`src/rtl/sef_pkg.sv`:
```
// Shared types, codes, rounding helper and sigmoid table for the SwiGLU expert block.
package sef_pkg;

    localparam logic [2:0] OP_GATE    = 3'd0;
    localparam logic [2:0] OP_UP      = 3'd1;
    localparam logic [2:0] OP_DOWN    = 3'd2;
    localparam logic [2:0] OP_INPUT   = 3'd3;
    localparam logic [2:0] OP_COMPUTE = 3'd4;

    localparam logic [1:0] CFG_MODEL_DIM  = 2'd0;
    localparam logic [1:0] CFG_HIDDEN_DIM = 2'd1;
    localparam logic [1:0] CFG_LAYERS     = 2'd2;

    localparam logic [63:0] EXP_STEP = 64'd1008687096;

    typedef logic [12:0] sig_table_t [256];

    typedef struct packed {
        logic load;
        logic start;
        logic dot_start;
        logic dot_down;
        logic round_gu;
        logic silu_mul;
        logic silu_round;
        logic hid_mul;
        logic hid_write;
        logic emit;
        logic err_emit;
    } sef_cmd_t;

    typedef struct packed {
        logic layer_ok;
        logic dot_done;
        logic last_row;
        logic last_out;
        logic out_busy;
    } sef_status_t;

    // Round to nearest with ties upwards at bit 12, then saturate to 16 bits.
    function automatic logic signed [15:0] rnd_sat(input logic signed [47:0] v);
        logic signed [47:0] w;
        w = (v + 48'sd2048) >>> 12;
        if (w > 48'sd32767)
        begin
            return 16'sh7fff;
        end
        else if (w < -48'sd32768)
        begin
            return 16'sh8000;
        end
        return w[15:0];
    endfunction

    // Sigmoid in Q0.12 over [-8,8) in steps of 1/16, built at elaboration.
    function automatic sig_table_t build_sig_table();
        logic [63:0] e;
        logic [63:0] den;
        logic [63:0] num;
        logic [63:0] rem;
        logic [63:0] quo;
        logic [12:0] sp [129];
        sig_table_t t;
        e = 64'd1 << 30;
        for (int m = 0; m < 129; m++)
        begin
            den = (64'd1 << 30) + e;
            num = (64'd1 << 42) + (den >> 1);
            rem = '0;
            quo = '0;
            for (int b = 63; b >= 0; b--)
            begin
                rem = {rem[62:0], num[b]};
                if (rem >= den)
                begin
                    rem = rem - den;
                    quo[b] = 1'b1;
                end
            end
            sp[m] = quo[12:0];
            e = (e * EXP_STEP + (64'd1 << 29)) >> 30;
        end
        for (int k = 0; k < 256; k++)
        begin
            if (k >= 128)
            begin
                t[k] = sp[k - 128];
            end
            else
            begin
                t[k] = 13'd4096 - sp[128 - k];
            end
        end
        return t;
    endfunction

    localparam sig_table_t SIG_TABLE = build_sig_table();

endpackage

```
`src/rtl/sef_ctrl.sv`:
```
// Sequencing state machine for loads, the gate/up pass and the down pass.
module sef_ctrl
    import sef_pkg::*;
(
    input  logic        clk,
    input  logic        rst_n,
    input  logic        in_valid,
    output logic        in_ready,
    input  logic [2:0]  op,
    input  sef_status_t status,
    output sef_cmd_t    cmd
);

    localparam logic [3:0] S_IDLE    = 4'd0;
    localparam logic [3:0] S_ERR     = 4'd1;
    localparam logic [3:0] S_GU_RUN  = 4'd2;
    localparam logic [3:0] S_GU_WAIT = 4'd3;
    localparam logic [3:0] S_P1      = 4'd4;
    localparam logic [3:0] S_P2      = 4'd5;
    localparam logic [3:0] S_P3      = 4'd6;
    localparam logic [3:0] S_P4      = 4'd7;
    localparam logic [3:0] S_P5      = 4'd8;
    localparam logic [3:0] S_DN_RUN  = 4'd9;
    localparam logic [3:0] S_DN_WAIT = 4'd10;
    localparam logic [3:0] S_DN_OUT  = 4'd11;

    logic [3:0] state_reg;
    logic [3:0] state_next;

    assign in_ready = (state_reg == S_IDLE);

    always_comb
    begin
        state_next = state_reg;
        cmd = '0;
        case (state_reg)
            S_IDLE:
            begin
                if (in_valid)
                begin
                    if (op == OP_COMPUTE)
                    begin
                        if (status.layer_ok)
                        begin
                            cmd.start = 1'b1;
                            state_next = S_GU_RUN;
                        end
                        else
                        begin
                            state_next = S_ERR;
                        end
                    end
                    else
                    begin
                        cmd.load = 1'b1;
                    end
                end
            end
            S_ERR:
            begin
                if (!status.out_busy)
                begin
                    cmd.err_emit = 1'b1;
                    state_next = S_IDLE;
                end
            end
            S_GU_RUN:
            begin
                cmd.dot_start = 1'b1;
                state_next = S_GU_WAIT;
            end
            S_GU_WAIT:
            begin
                if (status.dot_done)
                begin
                    state_next = S_P1;
                end
            end
            S_P1:
            begin
                cmd.round_gu = 1'b1;
                state_next = S_P2;
            end
            S_P2:
            begin
                cmd.silu_mul = 1'b1;
                state_next = S_P3;
            end
            S_P3:
            begin
                cmd.silu_round = 1'b1;
                state_next = S_P4;
            end
            S_P4:
            begin
                cmd.hid_mul = 1'b1;
                state_next = S_P5;
            end
            S_P5:
            begin
                cmd.hid_write = 1'b1;
                state_next = status.last_row ? S_DN_RUN : S_GU_RUN;
            end
            S_DN_RUN:
            begin
                cmd.dot_start = 1'b1;
                cmd.dot_down = 1'b1;
                state_next = S_DN_WAIT;
            end
            S_DN_WAIT:
            begin
                if (status.dot_done)
                begin
                    state_next = S_DN_OUT;
                end
            end
            S_DN_OUT:
            begin
                if (!status.out_busy)
                begin
                    cmd.emit = 1'b1;
                    state_next = status.last_out ? S_IDLE : S_DN_RUN;
                end
            end
            default:
            begin
                state_next = S_IDLE;
            end
        endcase
    end

    always_ff @(posedge clk or negedge rst_n)
    begin
        if (!rst_n)
        begin
            state_reg <= S_IDLE;
        end
        else
        begin
            state_reg <= state_next;
        end
    end

endmodule

```
`config.mk`:
```
export PLATFORM = sky130hd
export DESIGN_NAME = sef_ctrl
export DESIGN_NICKNAME = d
export VERILOG_FILES = /design/src/rtl/sef_pkg.sv /design/src/rtl/sef_ctrl.sv
export SDC_FILE = /design/constraint.sdc
export NUM_CORES = 1
export LEC_CHECK = 0
export BUFFER_PORTS_ARGS = -buffer_cell sky130_fd_sc_hd__buf_2
export CAP_MARGIN = 40
export CORE_AREA = 2 2 39 41
export CTS_BUF_LIST = sky130_fd_sc_hd__clkbuf_4
export CTS_CLUSTER_DIAMETER = 80
export DETAILED_ROUTE_END_ITERATION = 6
export DIE_AREA = 0 0 41 43
export GPL_ROUTABILITY_DRIVEN = 0
export HOLD_SLACK_MARGIN = 0.03
export PLACE_DENSITY = 0.68
export SLEW_MARGIN = 20
export SYNTH_ARGS = -nofsm -noshare
export SYNTH_HDL_FRONTEND = slang
export SYNTH_SLANG_ARGS = --single-unit
```
`constraint.sdc`:
```
create_clock -name clk -period 1.8 [get_ports clk]
set_input_delay 0.36 -clock clk [delete_from_list [all_inputs] [get_ports clk]]
set_output_delay 0.36 -clock clk [all_outputs]
set_load 0.02 [all_outputs]
```
==> metrics.md, run 1 <==
| Metric | Value |
|---|---|
| Max FFs per register | `4` |
| Syn avg cell area | `7.47 sq um` |
| Max Cap Viol | `0` |
| Yosys warnings | `0` |
| R2r worst-path depth | `6` |
| Initial Utilization | `0.378` |
| CTS Buffer Depth | `2` |
| Row cnt | `14` |
| Later-pin clock latency in the skew report | `230 ps` |
| Pins over their slew limit | `0` |
| Yosys top cell area share | `0.191` |
| Area delta synth->final | `56.0%` |
| Hold_ws | `455 ps` |
| Ys async rst share | `1.00` |
| Slew Limit Headroom | `0.700` |
| Final count of negative-setup-slack endpoints | `0` |
| Num Clock Sinks | `4` |
| IO Pins | `23` |
| Iter 0 DRT Violations | `13` |
| Routed Antenna Nets | `0` |
| Seq/Total Area, Yosys | `0.191` |
| Pleak | `0.388 nW` |
| Critical path arrival | `1440 ps` |
| Critical Path RT | `roughly 1400 ps` |
| Detailed Route WL | `roughly 1500 um` |
| Vias | `628` |
| RSZ-0062 raised after global routing | `yes` |
| CP Capture Type | `output port` |
| CTS tree | `done` |
| Detailed placement HPWL | `1070 um` |
| Kind of critical path | `reg2out` |
| Die area | `1760 sq um` |
| WL/cell | `12.8 um` |
| Worst R2R Start | `state_reg[3]$_DFFE_PN0P_` |
| Initial antenna violation count | `0` |
| PD cells | `1160 nW/um^2` |
| Hold Vio Cnt, Final | `0` |
| Post-Syn Nets | `84` |
| Top-count cell post-synth | `nor2_1` |
| Htree depth | `1` |
| Top post-synthesis cells by area | `dfrtp_1 19%, ha_1 7.2%, nor2_1 7.2%, nand2b_1 4.8%, mux2_1 4.3%` |
| Worst-path fanout max | `7` |
| Number of synthesized register bits | `4` |
| Final Skew | `1.83 ps` |
| Via-to-Cell Ratio | `5.46` |
| Peak VDD IR | `0.712 mV` |
| Total Power Consumption | `0.000947 W` |
| Remaining Overflow, GRT | `0` |
| Synth top cells by count | `10 x nor2_1, 5 x inv_1, 4 x a21oi_1, 4 x dfrtp_1, 4 x nand2b_1` |
| Global Route Usage Sum | `0.186` |
| Core Box Area | `1380 sq um` |
| Fmax | `556 MHz` |
| Primary FF master, synth | `dfrtp_1` |
| Worst Hold Class | `in2async` |
| Synth cell types | `31` |
| Die H | `43 um` |
| Number of global-route vias before repair | `560` |
| First-pass DRT Iterations | `4` |
| Clock Pin Slew Worst Setup and Hold Paths | `40 ps` |
| Post-Synthesis Cells | `70` |
| # DRC | `0` |
| Tcrit/Tclk final | `0.999` |
| Final nets | `roughly 120` |
| Area leader, netlist | `dfrtp_1` |
| First-pass GRT wire length | `~2200 um` |
| Largest net degree at the start of global routing | `15` |
| Status | `completed` |
| Ant diodes | `0` |
| Die X | `a little over 40 um` |
| Syn Std Cell Area | `523 sq um` |
| Tmin final | `1800 ps` |
| Slew of the pin with the lowest slew margin | `between 400 and 500 ps` |
| Port Buf Inserts | `22` |
| CP startpoint kind | `register` |
| Share of cells above drive strength 1 | `0.505` |
| Cts bufs inserted | `3` |
| Number of flops mapped to enable cells by yosys | `0` |
| Setup crit start | `state_reg[3]$_DFFE_PN0P_` |
| CTS root buffer | `clkbuf_4` |
| Fill count | `between 100 and 150` |
## timing repair
| action | 4_1_cts | 5_1_grt |
|---|---|---|
| pin swaps | 1 | 2 |
| hold buffers | 1 | 0 |
| buffers inserted | 1 | 2 |
| endpoints found under the hold margin | 4 | 0 |
| setup endpoints to repair | 8 | 10 |
| resized for setup | 9 | 14 |
## path summary, 6_finish.rpt
| check | endpoint | slack [ps] |
|---|---|---|
| max | cmd[8] | 2 |
| min | state_reg[1]$_DFFE_PN0P_ | 450 |
| max reg2reg | state_reg[3]$_DFFE_PN0P_ | 80 |
| min reg2reg | state_reg[3]$_DFFE_PN0P_ | 590 |
| max in group asynchronous | state_reg[0]$_DFFE_PN0P_ | 1220 |
| min in group clk | state_reg[1]$_DFFE_PN0P_ | 570 |
## kinds of logic after synthesis
family,share of synthesized area
flip-flops,0.191
AO/OA/AOI/OAI,0.266
multiplexers,0.0813
AND/OR/NAND/NOR,0.304
adder cells (fa/ha/maj),0.0718
buffers and inverters,0.0861
## final cells by class
| type | instances | area, sq um | share of cell area |
|---|---|---|---|
| clock buffer | 3 | 22.5 | 0.0276 |
| inverter | 6 | 25.0 | 0.0307 |
| multi-input combinational | 55 | 444 | 0.544 |
| tap | 16 | 20.0 | 0.0245 |
| sequential | 4 | 103 | 0.126 |
| timing repair buffer | 31 | 201 | 0.247 |
## placed cells by master (no fill, tap or decap), drive strengths merged, types with 2 or more instances in the layout
cell / instances
nor3: 3
clkbuf: 3
o211ai: 2
mux2i: 2
buf: 30
dfrtp: 4
nand2b: 4
nand3: 2
nor2: 10
a21oi: 4
and3: 3
ha: 3
nand2: 3
inv: 6
o21ai: 2
mux2: 2
o22ai: 2
## power by group
| group | internal (W) | switching [W] |
|---|---|---|
| combinational | 0.000318 | 0.000357 |
| sequential | 0.000118 | 0.0000465 |
| clock | 0.0000743 | 0.0000327 |
| total | 0.000511 | 0.000436 |
## per-stage QoR
step	instances	utilization	instance area (sq um)	setup WS, ps	setup TNS [ps]
3_5_place_dp	108	0.493	682	-17.5	-17.5
3_3_place_gp	108	0.493	682	69.6	0
2_1_floorplan	70	-	537	3.68	0
6_report	115	0.590	816	1.90	0
5_1_grt	115	0.590	816	-67.9	-224
4_1_cts	113	0.542	751	-52.6	-75.3
## layer usage
metal,vias up,global-route usage,wire (um)
met4,0,0.0800,0
met3,0,0.0314,73
li1,317,-,-
met1,290,0.216,617
met2,21,0.313,779
met5,-,0,0
## worst max-delay path, cell delays in order (launching register included)
cell	delay (ps)
dfrtp_1	400
inv_2	90
ha_4	180
buf_4	150
a31o_2	240
buf_4	150
Note: power is estimated with default switching activity, not from simulation.
==> inputs of run 2 (changes only) <==
--- a/config.mk
+++ b/config.mk
@@ -5,7 +5,7 @@
 export SDC_FILE = /design/constraint.sdc
 export NUM_CORES = 1
 export LEC_CHECK = 0
-export BUFFER_PORTS_ARGS = -buffer_cell sky130_fd_sc_hd__buf_2
+export BUFFER_PORTS_ARGS = -buffer_cell sky130_fd_sc_hd__buf_4
 export CAP_MARGIN = 40
 export CORE_AREA = 2 2 39 41
 export CTS_BUF_LIST = sky130_fd_sc_hd__clkbuf_4
@@ -14,7 +14,7 @@
 export DIE_AREA = 0 0 41 43
 export GPL_ROUTABILITY_DRIVEN = 0
 export HOLD_SLACK_MARGIN = 0.03
-export PLACE_DENSITY = 0.68
+export PLACE_DENSITY_LB_ADDON = 0.08
 export SLEW_MARGIN = 20
 export SYNTH_ARGS = -nofsm -noshare
 export SYNTH_HDL_FRONTEND = slang
==> metrics.md, run 2 (same netlist as run 1, synthesis figures left out) <==
| Metric | Value |
|---|---|
| Later-pin clock latency in the skew report | `230 ps (about the same)` |
| Hold Vio Cnt, Final | `0 (unchanged)` |
| Share of cells above drive strength 1 | `0.565 (+0.0598)` |
| Tmin final | `1830 ps (+28.3 ps)` |
| Final Cell Area | `985 sq um (+21%)` |
| Htree depth | `1 (unchanged)` |
| Final nets | `124 (+7.8%)` |
| Remaining Overflow, GRT | `0 (unchanged)` |
| Largest net degree at the start of global routing | `14 (-1)` |
| Initial Utilization | `0.378 (unchanged)` |
| Slowest CP cell | `dfrtp_2` |
| Iter 0 DRT Violations | `22 (+9)` |
| CP Cell Sequence | `inv_4 -> ha_4 -> inv_6 -> nor3_4 -> and3_4 -> buf_6` |
| Max Cap Viol | `0 (unchanged)` |
| Min setup slack post-route | `-26.4 ps (-28.3 ps)` |
| # DRC | `0 (unchanged)` |
| Worst path max stage delay | `440 ps (+40 ps)` |
| First-pass DRT Iterations | `4 (unchanged)` |
| Post-Place Cells | `112 (+3.7%)` |
| Worst Hold Class | `in2async` |
| Final Core Density | `0.712 (+0.122)` |
| Vias | `694 (+11%)` |
| Area delta synth->final | `88.3%` |
| CTS Buffer Depth | `2 (unchanged)` |
| Core Box Area | `1380 sq um (unchanged)` |
| Hold_ws | `462 ps (+7.45 ps)` |
| CP Depth | `6 (+1)` |
| Final count of negative-setup-slack endpoints | `1 (+1)` |
| Final Skew | `5.26 ps (+3.43 ps)` |
| Initial antenna violation count | `0 (unchanged)` |
| Die area | `1760 sq um (unchanged)` |
| CP Capture Type | `output port` |
| Most common cell after layout, fill and taps aside | `buf_4` |
| Met2 WL | `1040 um (+33%)` |
| Failing checks | `setup timing` |
| Num Clock Sinks | `4 (unchanged)` |
| CTS tree | `done` |
| Die X | `41 um (unchanged)` |
| Top Layer Used | `met4` |
| Clock Pin Slew Worst Setup and Hold Paths | `40 ps (about the same)` |
| Detailed Route WL | `1850 um (+26%)` |
| Post-Layout Cell Count | `124 (+7.8%)` |
| Fmax | `548 MHz (-1.6%)` |
| RSZ-0062 raised after global routing | `yes` |
| First-pass GRT wire length | `2580 um (+15%)` |
| Via-to-Cell Ratio | `5.60 (+2.5%)` |
| Row cnt | `14 (unchanged)` |
| Die H | `43 um (unchanged)` |
| CP startpoint kind | `register` |
| Detailed placement HPWL | `1220 um (+14%)` |
| Max FFs per register | `4 (unchanged)` |
| Slew Limit Headroom | `0.710 (+0.00937)` |
| Kind of cell adding the most delay to the critical path | `flip-flops` |
| Pleak | `0.449 nW (+16%)` |
| Global Route Usage Sum | `0.211 (+0.0252)` |
| WL/cell | `14.9 um (+17%)` |
| DR WL met3 | `104 um (+42%)` |
| PD cells | `1170 nW/um^2 (+0.38%)` |
| Most frequent cells in the layout | `33 x buf_4, 8 x nor2_1, 6 x buf_6, 4 x a21oi_1` |
| Critical Path RT | `1440 ps (about the same)` |
| Dpl cell area | `767 sq um (+12%)` |
| Met1 WL | `682 um (+11%)` |
| Kind of critical path | `reg2out` |
| Peak VDD IR | `0.889 mV (+25%)` |
| R2r worst-path depth | `6 (unchanged)` |
| Routed Antenna Nets | `0 (unchanged)` |
| IO Pins | `23 (unchanged)` |
| Cts bufs inserted | `3 (unchanged)` |
| Slew of the pin with the lowest slew margin | `425 ps (-13.7 ps)` |
| Critical path arrival | `1470 ps (+30 ps)` |
| Number of global-route vias before repair | `587 (+4.8%)` |
| Status | `finished with violations` |
| Tcrit/Tclk final | `1.01 (+0.0157)` |
| Pins over their slew limit | `0 (unchanged)` |
| Fill count | `114 (-18%)` |
| CTS root buffer | `clkbuf_4` |
| Port Buf Inserts | `22 (unchanged)` |
| Worst-path fanout max | `5 (-2)` |
| Critical path buffer and inverter count | `3 (unchanged)` |
| Ant diodes | `0 (unchanged)` |
==> run 2: changes by cell type in the layout (fill, tap and decap cells not counted), moves of 2 or more <==
| cell | before | now |
|---|---|---|
| buf_2 | 18 | 0 |
| buf_4 | 9 | 33 |
| buf_6 | 3 | 6 |
| mux2_1 | 2 | 0 |
==> run 2: layout make-up <==
type / instances / area (sq um) / share of cell area
Clock buffer: 3 / 22.5 / 0.0229
Sequential cell: 4 / 103 / 0.104
Tap cell: 16 / 20.0 / 0.0203
Inverter: 6 / 30.0 / 0.0305
Timing Repair Buffer: 40 / 325 / 0.330
Multi-Input combinational cell: 55 / 484 / 0.492
==> run 2: repair_timing <==
item / CTS / global route
buffers inserted: 2 / 6
pin swaps: 3 / 4
endpoints found under the setup margin: 7 / 8
hold endpoints to repair: 4 / 0
gates resized for setup: 14 / 16
hold buffers: 1 / 0
==> run 2: worst reg2reg max path: stages (launching register included) <==
cell      delay (ps)
dfrtp_2          440
ha_4             180
buf_6            110
buf_6            120
a221oi_4         330
o32ai_4          150
mux2_4           320
==> run 2: worst paths after layout <==
kind	start	to	slack, ps
max	state_reg[3]$_DFFE_PN0P_	cmd[10]	-30
min in group clk	status[0]	state_reg[1]$_DFFE_PN0P_	540
min reg2reg	state_reg[3]$_DFFE_PN0P_	state_reg[3]$_DFFE_PN0P_	620
max reg2reg	state_reg[3]$_DFFE_PN0P_	state_reg[0]$_DFFE_PN0P_	30
min	rst_n	state_reg[2]$_DFFE_PN0P_	460
max in group asynchronous	rst_n	state_reg[1]$_DFFE_PN0P_	1220
==> run 2: power breakdown <==
part | internal (W) | total (W) | switching, W | leakage [nW]
registers | 0.000116 | 0.000159 | 0.0000429 | 0.0503
clock network | 0.0000744 | 0.000109 | 0.0000348 | 0.0138
logic | 0.000445 | 0.000879 | 0.000434 | 0.385
total | 0.000636 | 0.00115 | 0.000512 | 0.449
==> run 2: metrics by stage <==
stage                     setup slack [ps]  TNS (ps)  total power (W)
after floorplan                       3.68         0         0.000580
after global placement                88.1         0         0.000821
after detailed placement           -0.0604   -0.0604         0.000820
after CTS                            -16.1     -36.0         0.000993
after global routing                 -96.4      -277          0.00121
final                                -26.4     -26.4          0.00115
==> run 2: per-layer routing <==
metal,vias to the layer above,track usage
li1,332,-
met1,326,0.255
met2,32,0.372
met3,4,0.00524
met4,0,0.0733
met5,-,0
